===== src/rtl/core/assert_macros.svh =====
// Assertion macros shared by the converter's RTL files.
`ifndef ASSERT_MACROS_SVH
`define ASSERT_MACROS_SVH

// Check that cond holds at every clock edge outside reset.
`define ASSERT_ALWAYS(label, cond) \
    label: assert property (@(posedge clk) disable iff (!rst_n) (cond)) \
        else $error("invariant violated");

// Check that post holds whenever pre holds, outside reset.
`define ASSERT_IMPLIES(label, pre, post) \
    label: assert property (@(posedge clk) disable iff (!rst_n) (pre) |-> (post)) \
        else $error("implication violated");

`endif


===== src/rtl/core/ekc_pkg.sv =====
// Types, codes and constants of the EUC-KR / ISO-2022-KR converter.
package ekc_pkg;

    // Function codes of an input beat
    localparam logic [1:0] FUNC_SCAN = 2'd0;
    localparam logic [1:0] FUNC_CONV = 2'd1;
    localparam logic [1:0] FUNC_END  = 2'd2;

    // Direction register values
    localparam logic DIR_ENCODE = 1'b0;
    localparam logic DIR_DECODE = 1'b1;

    // Character codes
    localparam logic [7:0] CH_ESC   = 8'h1B;
    localparam logic [7:0] CH_SO    = 8'h0E;
    localparam logic [7:0] CH_SI    = 8'h0F;
    localparam logic [7:0] CH_NL    = 8'h0A;
    localparam logic [7:0] CH_STOP  = 8'hFF;
    localparam logic [7:0] CH_SPACE = 8'h20;
    localparam logic [7:0] CH_TAB   = 8'h09;
    localparam logic [7:0] KSC_LOW  = 8'hA0;
    localparam logic [7:0] MASK_7B  = 8'h7F;
    localparam logic [7:0] BIT_HI   = 8'h80;

    // Result bytes carried by one command
    localparam int MAX_BYTES = 5;
    localparam int CNT_W     = 3;

    // Default command queue depth
    localparam int EKC_QUEUE_DEPTH = 4;

    typedef struct packed {
        logic [1:0] func;
        logic [7:0] data_byte;
    } in_t;

    typedef struct packed {
        logic [7:0] out_byte;
        logic       last;
    } out_t;

    // Command from front to back: byte count and bytes, entry 0 goes first
    typedef struct packed {
        logic [CNT_W-1:0]               count;
        logic [MAX_BYTES-1:0][7:0]      bytes;
    } cmd_t;

    // Byte k of the designator ESC $ ) C
    function automatic logic [7:0] desig_byte(input logic [1:0] k);
        logic [7:0] d;
        case (k)
            2'd0:    d = 8'h1B;
            2'd1:    d = 8'h24;
            2'd2:    d = 8'h29;
            default: d = 8'h43;
        endcase
        return d;
    endfunction

    function automatic logic is_ksc(input logic [7:0] b);
        return (b > KSC_LOW) && (b != CH_STOP);
    endfunction

endpackage


===== src/rtl/core/ekc_front.sv =====
// Front end: accepts input beats, tracks line state and builds output commands.
module ekc_front
(
    input  logic           clk,
    input  logic           rst_n,
    input  logic           cfg_we,
    input  logic           cfg_wdata,
    input  logic           accept,
    input  ekc_pkg::in_t   in_data,
    output logic           push,
    output ekc_pkg::cmd_t  cmd
);

    logic       dir_reg;
    logic       hangul_reg,  hangul_next;
    logic       shift_reg,   shift_next;
    logic       stopped_reg, stopped_next;
    logic [1:0] pend_reg,    pend_next;
    logic       start_reg,   start_next;
    logic       mfs_reg,     mfs_next;
    logic       drop_reg,    drop_next;

    // Classify the beat and collect its result bytes
    always_comb
    begin
        logic [ekc_pkg::CNT_W-1:0]          n;
        logic [ekc_pkg::MAX_BYTES-1:0][7:0] ob;
        logic [7:0]                         b;
        logic [7:0]                         dplain;
        logic                               sm;
        logic                               st;
        logic                               done;

        hangul_next  = hangul_reg;
        shift_next   = shift_reg;
        stopped_next = stopped_reg;
        pend_next    = pend_reg;
        start_next   = start_reg;
        mfs_next     = mfs_reg;
        drop_next    = drop_reg;
        n            = '0;
        ob           = '0;
        b            = in_data.data_byte;
        dplain       = '0;
        sm           = shift_reg;
        st           = stopped_reg;
        done         = 1'b0;

        if (accept)
        begin
            case (in_data.func)
                ekc_pkg::FUNC_END:
                begin
                    if (dir_reg == ekc_pkg::DIR_DECODE)
                    begin
                        // Release held designator bytes as plain bytes
                        if (!stopped_reg)
                        begin
                            for (int k = 0; k < 3; k++)
                            begin
                                if (2'(k) < pend_reg)
                                begin
                                    dplain = ekc_pkg::desig_byte(2'(k));
                                    ob[n]  = (hangul_reg && shift_reg) ?
                                             (dplain | ekc_pkg::BIT_HI) : dplain;
                                    n      = n + 3'd1;
                                end
                            end
                        end
                    end
                    else if (shift_reg && !stopped_reg)
                    begin
                        ob[n] = ekc_pkg::CH_SI;
                        n     = n + 3'd1;
                    end
                    shift_next   = 1'b0;
                    stopped_next = 1'b0;
                    pend_next    = '0;
                    mfs_next     = 1'b0;
                    drop_next    = 1'b0;
                    start_next   = 1'b1;
                end

                ekc_pkg::FUNC_SCAN:
                begin
                    // Scan pass: when encoding, send the designator and a newline on the first KSC byte
                    if (dir_reg == ekc_pkg::DIR_ENCODE && !hangul_reg && !stopped_reg)
                    begin
                        if (b == ekc_pkg::CH_NL || b == ekc_pkg::CH_STOP)
                        begin
                            stopped_next = 1'b1;
                        end
                        else if (ekc_pkg::is_ksc(b))
                        begin
                            hangul_next = 1'b1;
                            ob[0] = ekc_pkg::desig_byte(2'd0);
                            ob[1] = ekc_pkg::desig_byte(2'd1);
                            ob[2] = ekc_pkg::desig_byte(2'd2);
                            ob[3] = ekc_pkg::desig_byte(2'd3);
                            ob[4] = ekc_pkg::CH_NL;
                            n     = 3'd5;
                        end
                    end
                end

                ekc_pkg::FUNC_CONV:
                begin
                    if (dir_reg == ekc_pkg::DIR_DECODE)
                    begin
                        if (!stopped_reg)
                        begin
                            start_next = 1'b0;
                            // Drop a newline that follows a lone designator
                            if (drop_reg)
                            begin
                                drop_next = 1'b0;
                                if (b == ekc_pkg::CH_NL)
                                begin
                                    stopped_next = 1'b1;
                                    done         = 1'b1;
                                end
                            end
                            // Advance or break the designator match
                            if (!done && pend_reg != 2'd0)
                            begin
                                if (b == ekc_pkg::desig_byte(pend_reg))
                                begin
                                    if (pend_reg == 2'd3)
                                    begin
                                        pend_next   = '0;
                                        hangul_next = 1'b1;
                                        drop_next   = mfs_reg;
                                        mfs_next    = 1'b0;
                                    end
                                    else
                                    begin
                                        pend_next = pend_reg + 2'd1;
                                    end
                                    done = 1'b1;
                                end
                                else
                                begin
                                    for (int k = 0; k < 3; k++)
                                    begin
                                        if (2'(k) < pend_reg)
                                        begin
                                            dplain = ekc_pkg::desig_byte(2'(k));
                                            ob[n]  = (hangul_reg && shift_reg) ?
                                                     (dplain | ekc_pkg::BIT_HI) : dplain;
                                            n      = n + 3'd1;
                                        end
                                    end
                                    pend_next = '0;
                                    mfs_next  = 1'b0;
                                end
                            end
                            // Handle the byte itself
                            if (!done)
                            begin
                                if (b == ekc_pkg::CH_NL)
                                begin
                                    ob[n]        = b;
                                    n            = n + 3'd1;
                                    stopped_next = 1'b1;
                                end
                                else if (b == ekc_pkg::CH_STOP)
                                begin
                                    stopped_next = 1'b1;
                                end
                                else if (b == ekc_pkg::CH_ESC)
                                begin
                                    pend_next = 2'd1;
                                    mfs_next  = start_reg;
                                end
                                else if (!hangul_reg)
                                begin
                                    ob[n] = b;
                                    n     = n + 3'd1;
                                end
                                else if (b == ekc_pkg::CH_SO)
                                begin
                                    shift_next = 1'b1;
                                end
                                else if (b == ekc_pkg::CH_SI)
                                begin
                                    shift_next = 1'b0;
                                end
                                else if (!shift_reg || b == ekc_pkg::CH_SPACE ||
                                         b == ekc_pkg::CH_TAB)
                                begin
                                    ob[n] = b;
                                    n     = n + 3'd1;
                                end
                                else
                                begin
                                    ob[n] = b | ekc_pkg::BIT_HI;
                                    n     = n + 3'd1;
                                end
                            end
                        end
                    end
                    else
                    begin
                        // First convert byte of a line restarts line state
                        if (start_reg)
                        begin
                            start_next = 1'b0;
                            st         = 1'b0;
                            sm         = 1'b0;
                        end
                        if (!hangul_reg)
                        begin
                            ob[n] = b;
                            n     = n + 3'd1;
                        end
                        else if (!st)
                        begin
                            if (b == ekc_pkg::CH_NL || b == ekc_pkg::CH_STOP)
                            begin
                                if (sm)
                                begin
                                    ob[n] = ekc_pkg::CH_SI;
                                    n     = n + 3'd1;
                                end
                                sm = 1'b0;
                                st = 1'b1;
                                if (b == ekc_pkg::CH_NL)
                                begin
                                    ob[n] = ekc_pkg::CH_NL;
                                    n     = n + 3'd1;
                                end
                            end
                            else if (ekc_pkg::is_ksc(b))
                            begin
                                if (!sm)
                                begin
                                    ob[n] = ekc_pkg::CH_SO;
                                    n     = n + 3'd1;
                                    sm    = 1'b1;
                                end
                                ob[n] = b & ekc_pkg::MASK_7B;
                                n     = n + 3'd1;
                            end
                            else
                            begin
                                if (sm)
                                begin
                                    ob[n] = ekc_pkg::CH_SI;
                                    n     = n + 3'd1;
                                    sm    = 1'b0;
                                end
                                ob[n] = b;
                                n     = n + 3'd1;
                            end
                        end
                        shift_next   = sm;
                        stopped_next = st;
                    end
                end

                default:
                begin
                end
            endcase
        end

        cmd.count = n;
        cmd.bytes = ob;
        push      = (n != '0);
    end

    // Hold line state and the direction register
    always_ff @(posedge clk or negedge rst_n)
    begin
        if (!rst_n)
        begin
            dir_reg     <= ekc_pkg::DIR_ENCODE;
            hangul_reg  <= 1'b0;
            shift_reg   <= 1'b0;
            stopped_reg <= 1'b0;
            pend_reg    <= '0;
            start_reg   <= 1'b1;
            mfs_reg     <= 1'b0;
            drop_reg    <= 1'b0;
        end
        else
        begin
            if (cfg_we)
            begin
                dir_reg <= cfg_wdata;
            end
            hangul_reg  <= hangul_next;
            shift_reg   <= shift_next;
            stopped_reg <= stopped_next;
            pend_reg    <= pend_next;
            start_reg   <= start_next;
            mfs_reg     <= mfs_next;
            drop_reg    <= drop_next;
        end
    end

endmodule


===== src/rtl/core/ekc_queue.sv =====
// Command queue between the front end and the byte sender.
`include "assert_macros.svh"

module ekc_queue
#(
    parameter int DEPTH = ekc_pkg::EKC_QUEUE_DEPTH
)
(
    input  logic           clk,
    input  logic           rst_n,
    input  logic           push,
    input  ekc_pkg::cmd_t  push_cmd,
    input  logic           pop,
    output logic           full,
    output logic           not_empty,
    output ekc_pkg::cmd_t  head_cmd
);

    localparam int PTR_W = (DEPTH > 2) ? $clog2(DEPTH) : 1;
    localparam int CNT_W = $clog2(DEPTH + 1);

    ekc_pkg::cmd_t      mem [DEPTH];
    logic [PTR_W-1:0]   wr_ptr_reg, wr_ptr_next;
    logic [PTR_W-1:0]   rd_ptr_reg, rd_ptr_next;
    logic [CNT_W-1:0]   count_reg,  count_next;

    assign full      = (count_reg == CNT_W'(DEPTH));
    assign not_empty = (count_reg != '0);
    assign head_cmd  = mem[rd_ptr_reg];

    // Advance pointers with wrap and track the fill level
    always_comb
    begin
        wr_ptr_next = wr_ptr_reg;
        rd_ptr_next = rd_ptr_reg;
        count_next  = count_reg;
        if (push)
        begin
            wr_ptr_next = (wr_ptr_reg == PTR_W'(DEPTH - 1)) ? '0 : wr_ptr_reg + PTR_W'(1);
        end
        if (pop)
        begin
            rd_ptr_next = (rd_ptr_reg == PTR_W'(DEPTH - 1)) ? '0 : rd_ptr_reg + PTR_W'(1);
        end
        if (push && !pop)
        begin
            count_next = count_reg + CNT_W'(1);
        end
        else if (pop && !push)
        begin
            count_next = count_reg - CNT_W'(1);
        end
    end

    always_ff @(posedge clk or negedge rst_n)
    begin
        if (!rst_n)
        begin
            wr_ptr_reg <= '0;
            rd_ptr_reg <= '0;
            count_reg  <= '0;
        end
        else
        begin
            wr_ptr_reg <= wr_ptr_next;
            rd_ptr_reg <= rd_ptr_next;
            count_reg  <= count_next;
        end
    end

    // Store pushed commands
    always_ff @(posedge clk)
    begin
        if (push)
        begin
            mem[wr_ptr_reg] <= push_cmd;
        end
    end

    `ASSERT_IMPLIES(a_no_push_when_full, push, count_reg != CNT_W'(DEPTH))
    `ASSERT_IMPLIES(a_no_pop_when_empty, pop, count_reg != '0)

endmodule


===== src/rtl/core/ekc_back.sv =====
// Back end: sends the bytes of each queued command, one beat per cycle unless stalled.
`include "assert_macros.svh"

module ekc_back
(
    input  logic           clk,
    input  logic           rst_n,
    input  logic           q_valid,
    input  ekc_pkg::cmd_t  q_cmd,
    output logic           q_pop,
    output logic           out_valid,
    input  logic           out_stall,
    output ekc_pkg::out_t  out_data
);

    logic                       cmd_valid_reg, cmd_valid_next;
    ekc_pkg::cmd_t              cmd_reg;
    logic [ekc_pkg::CNT_W-1:0]  idx_reg, idx_next;
    logic                       last_byte;
    logic                       fire;
    logic                       load;

    assign last_byte = (idx_reg == (cmd_reg.count - 3'd1));
    assign fire      = cmd_valid_reg && !out_stall;
    assign load      = q_valid && (!cmd_valid_reg || (fire && last_byte));
    assign q_pop     = load;

    assign out_valid         = cmd_valid_reg;
    assign out_data.out_byte = cmd_reg.bytes[idx_reg];
    assign out_data.last     = last_byte;

    // Load the next command or step through the current one
    always_comb
    begin
        cmd_valid_next = cmd_valid_reg;
        idx_next       = idx_reg;
        if (load)
        begin
            cmd_valid_next = 1'b1;
            idx_next       = '0;
        end
        else if (fire)
        begin
            if (last_byte)
            begin
                cmd_valid_next = 1'b0;
            end
            else
            begin
                idx_next = idx_reg + 3'd1;
            end
        end
    end

    always_ff @(posedge clk or negedge rst_n)
    begin
        if (!rst_n)
        begin
            cmd_valid_reg <= 1'b0;
            idx_reg       <= '0;
        end
        else
        begin
            cmd_valid_reg <= cmd_valid_next;
            idx_reg       <= idx_next;
        end
    end

    // Capture the command payload
    always_ff @(posedge clk)
    begin
        if (load)
        begin
            cmd_reg <= q_cmd;
        end
    end

    `ASSERT_IMPLIES(a_cmd_not_empty, cmd_valid_reg, cmd_reg.count != '0)
    `ASSERT_IMPLIES(a_idx_in_range, cmd_valid_reg, idx_reg < cmd_reg.count)

endmodule


===== src/rtl/core/euckr_iso2022kr_converter.sv =====
// Top level of the EUC-KR / ISO-2022-KR line converter.
// An item's results go into the command queue, then into the sender's command register.
// Throughput: one input beat per cycle while the command queue has room; the sender
// puts out one byte per cycle while out_stall is low.
// Reset: rst_n clears all line state asynchronously, empties the queue, direction = encode.
module euckr_iso2022kr_converter
#(
    parameter int QDEPTH = ekc_pkg::EKC_QUEUE_DEPTH
)
(
    input  logic           clk,
    input  logic           rst_n,
    input  logic           cfg_we,
    input  logic           cfg_wdata,
    input  logic           in_valid,
    output logic           in_stall,
    input  ekc_pkg::in_t   in_data,
    output logic           out_valid,
    input  logic           out_stall,
    output ekc_pkg::out_t  out_data
);

    logic           q_full;
    logic           q_not_empty;
    logic           q_pop;
    logic           push;
    logic           accept;
    ekc_pkg::cmd_t  push_cmd;
    ekc_pkg::cmd_t  head_cmd;

    assign in_stall = q_full;
    assign accept   = in_valid && !q_full;

    ekc_front u_front
    (
        .clk       (clk),
        .rst_n     (rst_n),
        .cfg_we    (cfg_we),
        .cfg_wdata (cfg_wdata),
        .accept    (accept),
        .in_data   (in_data),
        .push      (push),
        .cmd       (push_cmd)
    );

    ekc_queue #(
        .DEPTH (QDEPTH)
    ) u_queue
    (
        .clk       (clk),
        .rst_n     (rst_n),
        .push      (push),
        .push_cmd  (push_cmd),
        .pop       (q_pop),
        .full      (q_full),
        .not_empty (q_not_empty),
        .head_cmd  (head_cmd)
    );

    ekc_back u_back
    (
        .clk       (clk),
        .rst_n     (rst_n),
        .q_valid   (q_not_empty),
        .q_cmd     (head_cmd),
        .q_pop     (q_pop),
        .out_valid (out_valid),
        .out_stall (out_stall),
        .out_data  (out_data)
    );

endmodule

===== config.mk =====
export PLATFORM = sky130hd
export DESIGN_NAME = euckr_iso2022kr_converter
export DESIGN_NICKNAME = d
export VERILOG_FILES = /design/src/rtl/core/ekc_pkg.sv /design/src/rtl/core/ekc_front.sv /design/src/rtl/core/ekc_queue.sv /design/src/rtl/core/ekc_back.sv /design/src/rtl/core/euckr_iso2022kr_converter.sv
export VERILOG_INCLUDE_DIRS = /design/src /design/src/rtl/core
export SDC_FILE = /design/constraint.sdc
export NUM_CORES = 1
export LEC_CHECK = 0
export BUFFER_PORTS_ARGS = -buffer_cell sky130_fd_sc_hd__buf_4
export CAP_MARGIN = 20
export CORE_MARGIN = 1
export CORE_UTILIZATION = 45
export DETAILED_ROUTE_END_ITERATION = 7
export SLEW_MARGIN = 20
export SYNTH_ARGS = -nofsm -noshare
export SYNTH_HDL_FRONTEND = slang
export SYNTH_SLANG_ARGS = --single-unit

===== constraint.sdc =====
create_clock -name clk -period 5.7 [get_ports clk]
set_input_delay 0.855 -clock clk [delete_from_list [all_inputs] [get_ports clk]]
set_output_delay 0.855 -clock clk [all_outputs]
set_load 0.03 [all_outputs]

# After elaboration in Yosys (flattened, before gate mapping)
# Memory sizes are Yosys's and may differ from the RTL's. A register that Yosys moved wholly into a read port is not among the register bits.
# Index checks and enable logic that the tools add are counted.
# word_totals
regBits	20
ram_bits	172
input_bits	16
out_inout_bits	11
word_cells	447
mem_count	1
# memory_table
name	words	word_bits	read_ports	rd_ports_with_merged_regs	write_ports	line	rtl
u_queue.mem	4	43	1	1	1	ekc_queue.sv:22	ekc_pkg::cmd_t mem [DEPTH];
# classes
n_addsub	15
n_lt_le_gt_ge	21
eq_ne	35
mux	307
n_bitwise	4
n_reduce_logical	51
# op_table
operator	n
$mux W40	38
$mux W8	74
$bwmux W40	8
$mux W3	75
$demux W8 S3	8
$pmux W40 S3	1
$mux W1	76
$mux W32	2
$lt A3 B4 Y1 const B	9
$mux W36	1
$eq A8 B4 Y1 const B	4
$add A3 B1 Y3 const B	10
$and A6 B30 Y30	1
$not A30 Y30	1
$bmux W8 S3	1
$ge A3 B1 Y1 const B	8
$mux W2	11
$pmux W7 S3	1
$logic_and A1 B1 Y1	20
$ne A3 B3 Y1 const B	6
$ne A2 B1 Y1 const B	7
$mux W4	3
$reduce_bool A2 Y1	6
$eq A2 B2 Y1 const B	5
other kinds (30)	57

# Longest topological paths before layout
# logic_depth
word_depth	54
ltp_mapped	19
mapped_depth_nobuf	17

# Hierarchy
# From an unflattened synthesis, not the netlist that was laid out.
# hier_totals
cells_unflattened	735
hier_area_um2	10936.7
# modules_own_cells
module	n_inst	cells_each	area_per_inst_um2	seq_area_each_um2
ekc_queue	1	262	6681.4	5340.1
ekc_front	1	359	2321.0	226.5
ekc_back	1	113	1920.6	1391.3
euckr_iso2022kr_converter	1	1	13.8	0.0

# Least setup slack after synthesis
# OpenSTA, ideal clock, no wires.
# synth_path
path_kind	input to register
from	input in_data[2] (netlist bit)
to	memory u_queue.mem[3][0] (netlist bit), enable pin
setup_ns	0.405
arrival_time_ns	4.190
t_required_ns	5.295
slack_ns	1.105
cell_stages	10
path_buffers	1
cell_sequence	or3b_1 > a211o_1 > o31ai_4 > clkbuf_1 > nor2_1 > ha_1 > a21oi_1 > o22ai_1 > a211o_4 > and2_1
# synth_lines
item	line	rtl
start, declared	euckr_iso2022kr_converter.sv:17	input ekc_pkg::in_t in_data,
end, declared	ekc_queue.sv:22	

==> reports/metrics.yaml <==
status: "completed"
final_cells: 1130
drive_gt1_frac: 0.194
ff2ff_setup_slack_ns: 1.19
cts-buffers-inserted: 24
cts_tree: "built"
worst_pin_slew_ns: 1.12
synth-adder-area-share: 0.0259
startpoint_type: "flip-flop"
final_common_cell: "edfxtp_1"
synth_mux_area_frac: 0.113
groute.usage.overall: 0.219
clock-sinks: 235
io_buffers: 26
clk_latency_ns: 0.50
rsz0062_at_grt: "no"
layout_common_cells: "edfxtp_1 (215), nor2_1 (65), buf_4 (49)"
leakage_nw: 4.12
first_iter_violations: 564
ys_ff_latch: 235
htreeDepth: 1
place_ws_ns: 1.11
vias: 6729
overflow: 0
cts_root_buffer: "clkbuf_16"
cp_num_cells: 12
fillCellCount: 2004
die_h_um: 158
synth-compound-area-share: 0.0838
synth_top_family_by_area: "multiplexers"
worstRegToRegCells: 12
cts_max_path_buffers: 3
max_freq_mhz: 222
num_rows: 56
slowest_stage: "and2_2"
fin_area_um2: 12200
drc: 0
drv_slew: 0
peakVddDrop_v: 0.000214
worstSetupPathType: "flip-flop to flip-flop"
placed_cell_area_um2: 11500
ys_warn_count: 0
worstPathArrival_ns: 4.71
hold_buffers: 0
ys_seq_area_frac: 0.637
worst-path-max-fanout: 27
largest_reg_flops: 172
min_path_type: "primary input to asynchronous set/reset pin"
wl_per_cell_um: 23.2
synthCells: 765
antenna_found_initial: 1
cts_resized: 0
crit_path_frequent_cell: "ha_1"
rr_startpoint: "u_front.pend_reg[1]"
dp_hpwl_um: 18400
synthToLayoutAreaGrowth_pct: 12.2
cp_num_buf_inv: 2
maxCapViolations: 0
power_density_nw_per_um2: 421
ys.flop_type: "edfxtp_1"
synth_edf_count: 215
viasPerCell: 5.95
dp_cells: 1086
fin_setup_tns_ns: 0
endpoint_kind: "flip-flop"
initial_core_util: 0.462
finalSetupViolCount: 0
path_clk_slew_ns: 0.06
yosys.area_share.simple: 0.103
fin_crit_sh: 0.792
max-slew-margin-rel: 0.255
grt_pass1_vias: 6696
critPathTopFamily: "compound AO/OA/AOI/OAI gates"
fp.dieW_um: 158
antenna_cells: 0
dieArea_um2: 24900
grt_pass1_wl_um: 39800
critical_path.cell_chain: "inv_1 > ha_1 > or3b_1 > a211o_1 > o31ai_4 > nor2_2 > ha_1 > a21oi_1 > o22ai_1 > a211o_4 > and2_2 > buf_4"
fin_nets: 831
synthesis.nets: 803
synthArstFlopShare: 0.0851
synth_xor_area_frac: 0.0120
finClkSkew_ns: 0.00742
drt_wl_total_um: 26200
cp_slowest_stage_delay_ns: 0.65
cts_setup_buffers: 0
hold_viol: 0
drt_first_pass_iters: 6
grt_max_degree: 49
syn_area_um2: 10900
core_um2: 23600
setup_ws_ns: 1.19
r2r_end: "u_queue.mem[1][3]"
ioPinCount: 27
antenna_left: 0
synth_cell_types: 77
period_minus_slack_ns: 4.51
cp.required_ns: 5.90
syn_area_per_cell_um2: 14.3
gp_congestion: 0.973
-- layout make-up --
type | instances | area (um2) | area share
tap | 319 | 399 | 0.0326
clock inverter | 11 | 75.1 | 0.00613
inverter | 23 | 86.3 | 0.00705
timing repair buffer | 49 | 368 | 0.0300
sequential | 235 | 6960 | 0.568
multi-input combinational | 460 | 3700 | 0.302
clock buffer | 33 | 656 | 0.0535
-- cell usage after synthesis, drive strengths merged (3+ instances only) --
cell type	instances	area [um2]
nand3	21	105
nor2b	6	37.5
a211o	3	35.0
mux2i	20	200
a211oi	3	22.5
or2	3	21.3
o22ai	18	113
a221oi	4	35.0
xor2	6	52.6
nand3b	4	30.0
dfrtp	19	475
clkbuf	35	131
or3	4	25.0
o31ai	3	36.3
a21o	4	37.5
buf	12	58.8
a21oi	49	260
nor3	25	153
o31a	3	26.3
and2	7	45.1
nand2	41	156
ha	21	263
edfxtp	215	6460
mux2	5	63.8
nand2b	5	31.3
xnor2	9	78.8
a31oi	7	58.8
nand4	12	75.1
nor4	6	50.0
mux4	43	968
nor3b	3	22.5
and3	8	50.1
nor2	66	250
inv	22	82.6
o21ai	25	125
-- report_power, final --
part	total (mW)	leakage [nW]	internal, mW	switching (mW)
sequential	2.29	2.23	2.14	0.153
clock	1.44	0.353	0.846	0.591
combinational	1.43	1.54	0.613	0.817
total	5.16	4.12	3.60	1.56
-- worst max-delay path by stage --
stage | start | endpoint | slack (ns)
2_1_floorplan | in_data[2] | u_queue.mem[3][0] | 1.11
3_3_place_gp | in_data[2] | u_queue.mem[0][11] | 1.23
3_5_place_dp | in_data[2] | u_queue.mem[1][3] | 1.11
4_1_cts | u_front.pend_reg[1] | u_queue.mem[1][4] | 1.17
5_1_grt | u_front.pend_reg[1] | u_queue.mem[1][3] | 0.95
6_report | u_front.pend_reg[1] | u_queue.mem[1][3] | 1.19
-- per-layer routing --
layer  share of wire  wire length [um]  global-route usage
met1            0.43             11300               0.301
met2            0.48             12600               0.357
met3           0.060              1560              0.0285
met4           0.029               759              0.0763
met5         0.00050                13                   0
-- worst register-to-register path: cells and delay by family (launching register included) --
family          cells  cell delay, ns
compound gates      5            1.39
buf+inv             2            0.54
flops               1            0.51
simple gates        3            1.17
fa+ha+maj           2            0.59
-- cells by family (layout without fill, tap and decap cells) --
kind of cell,count (synthesis),after routing
compound gates,137,137
xor+xnor,15,15
fa+ha+maj,22,22
buf+inv,70,116
flops,235,235
mux,68,68
simple gates,218,218
-- through the flow --
step | power (mW) | hold slack, ns | util
2_1_floorplan | 3.33 | 0.464 | -
3_3_place_gp | 3.74 | 0.492 | 0.487
3_5_place_dp | 3.78 | 0.507 | 0.487
4_1_cts | 5.22 | 0.229 | 0.518
5_1_grt | 5.41 | 0.249 | 0.519
6_report | 5.16 | 0.237 | 0.519
(Power assumes the default switching activity.)
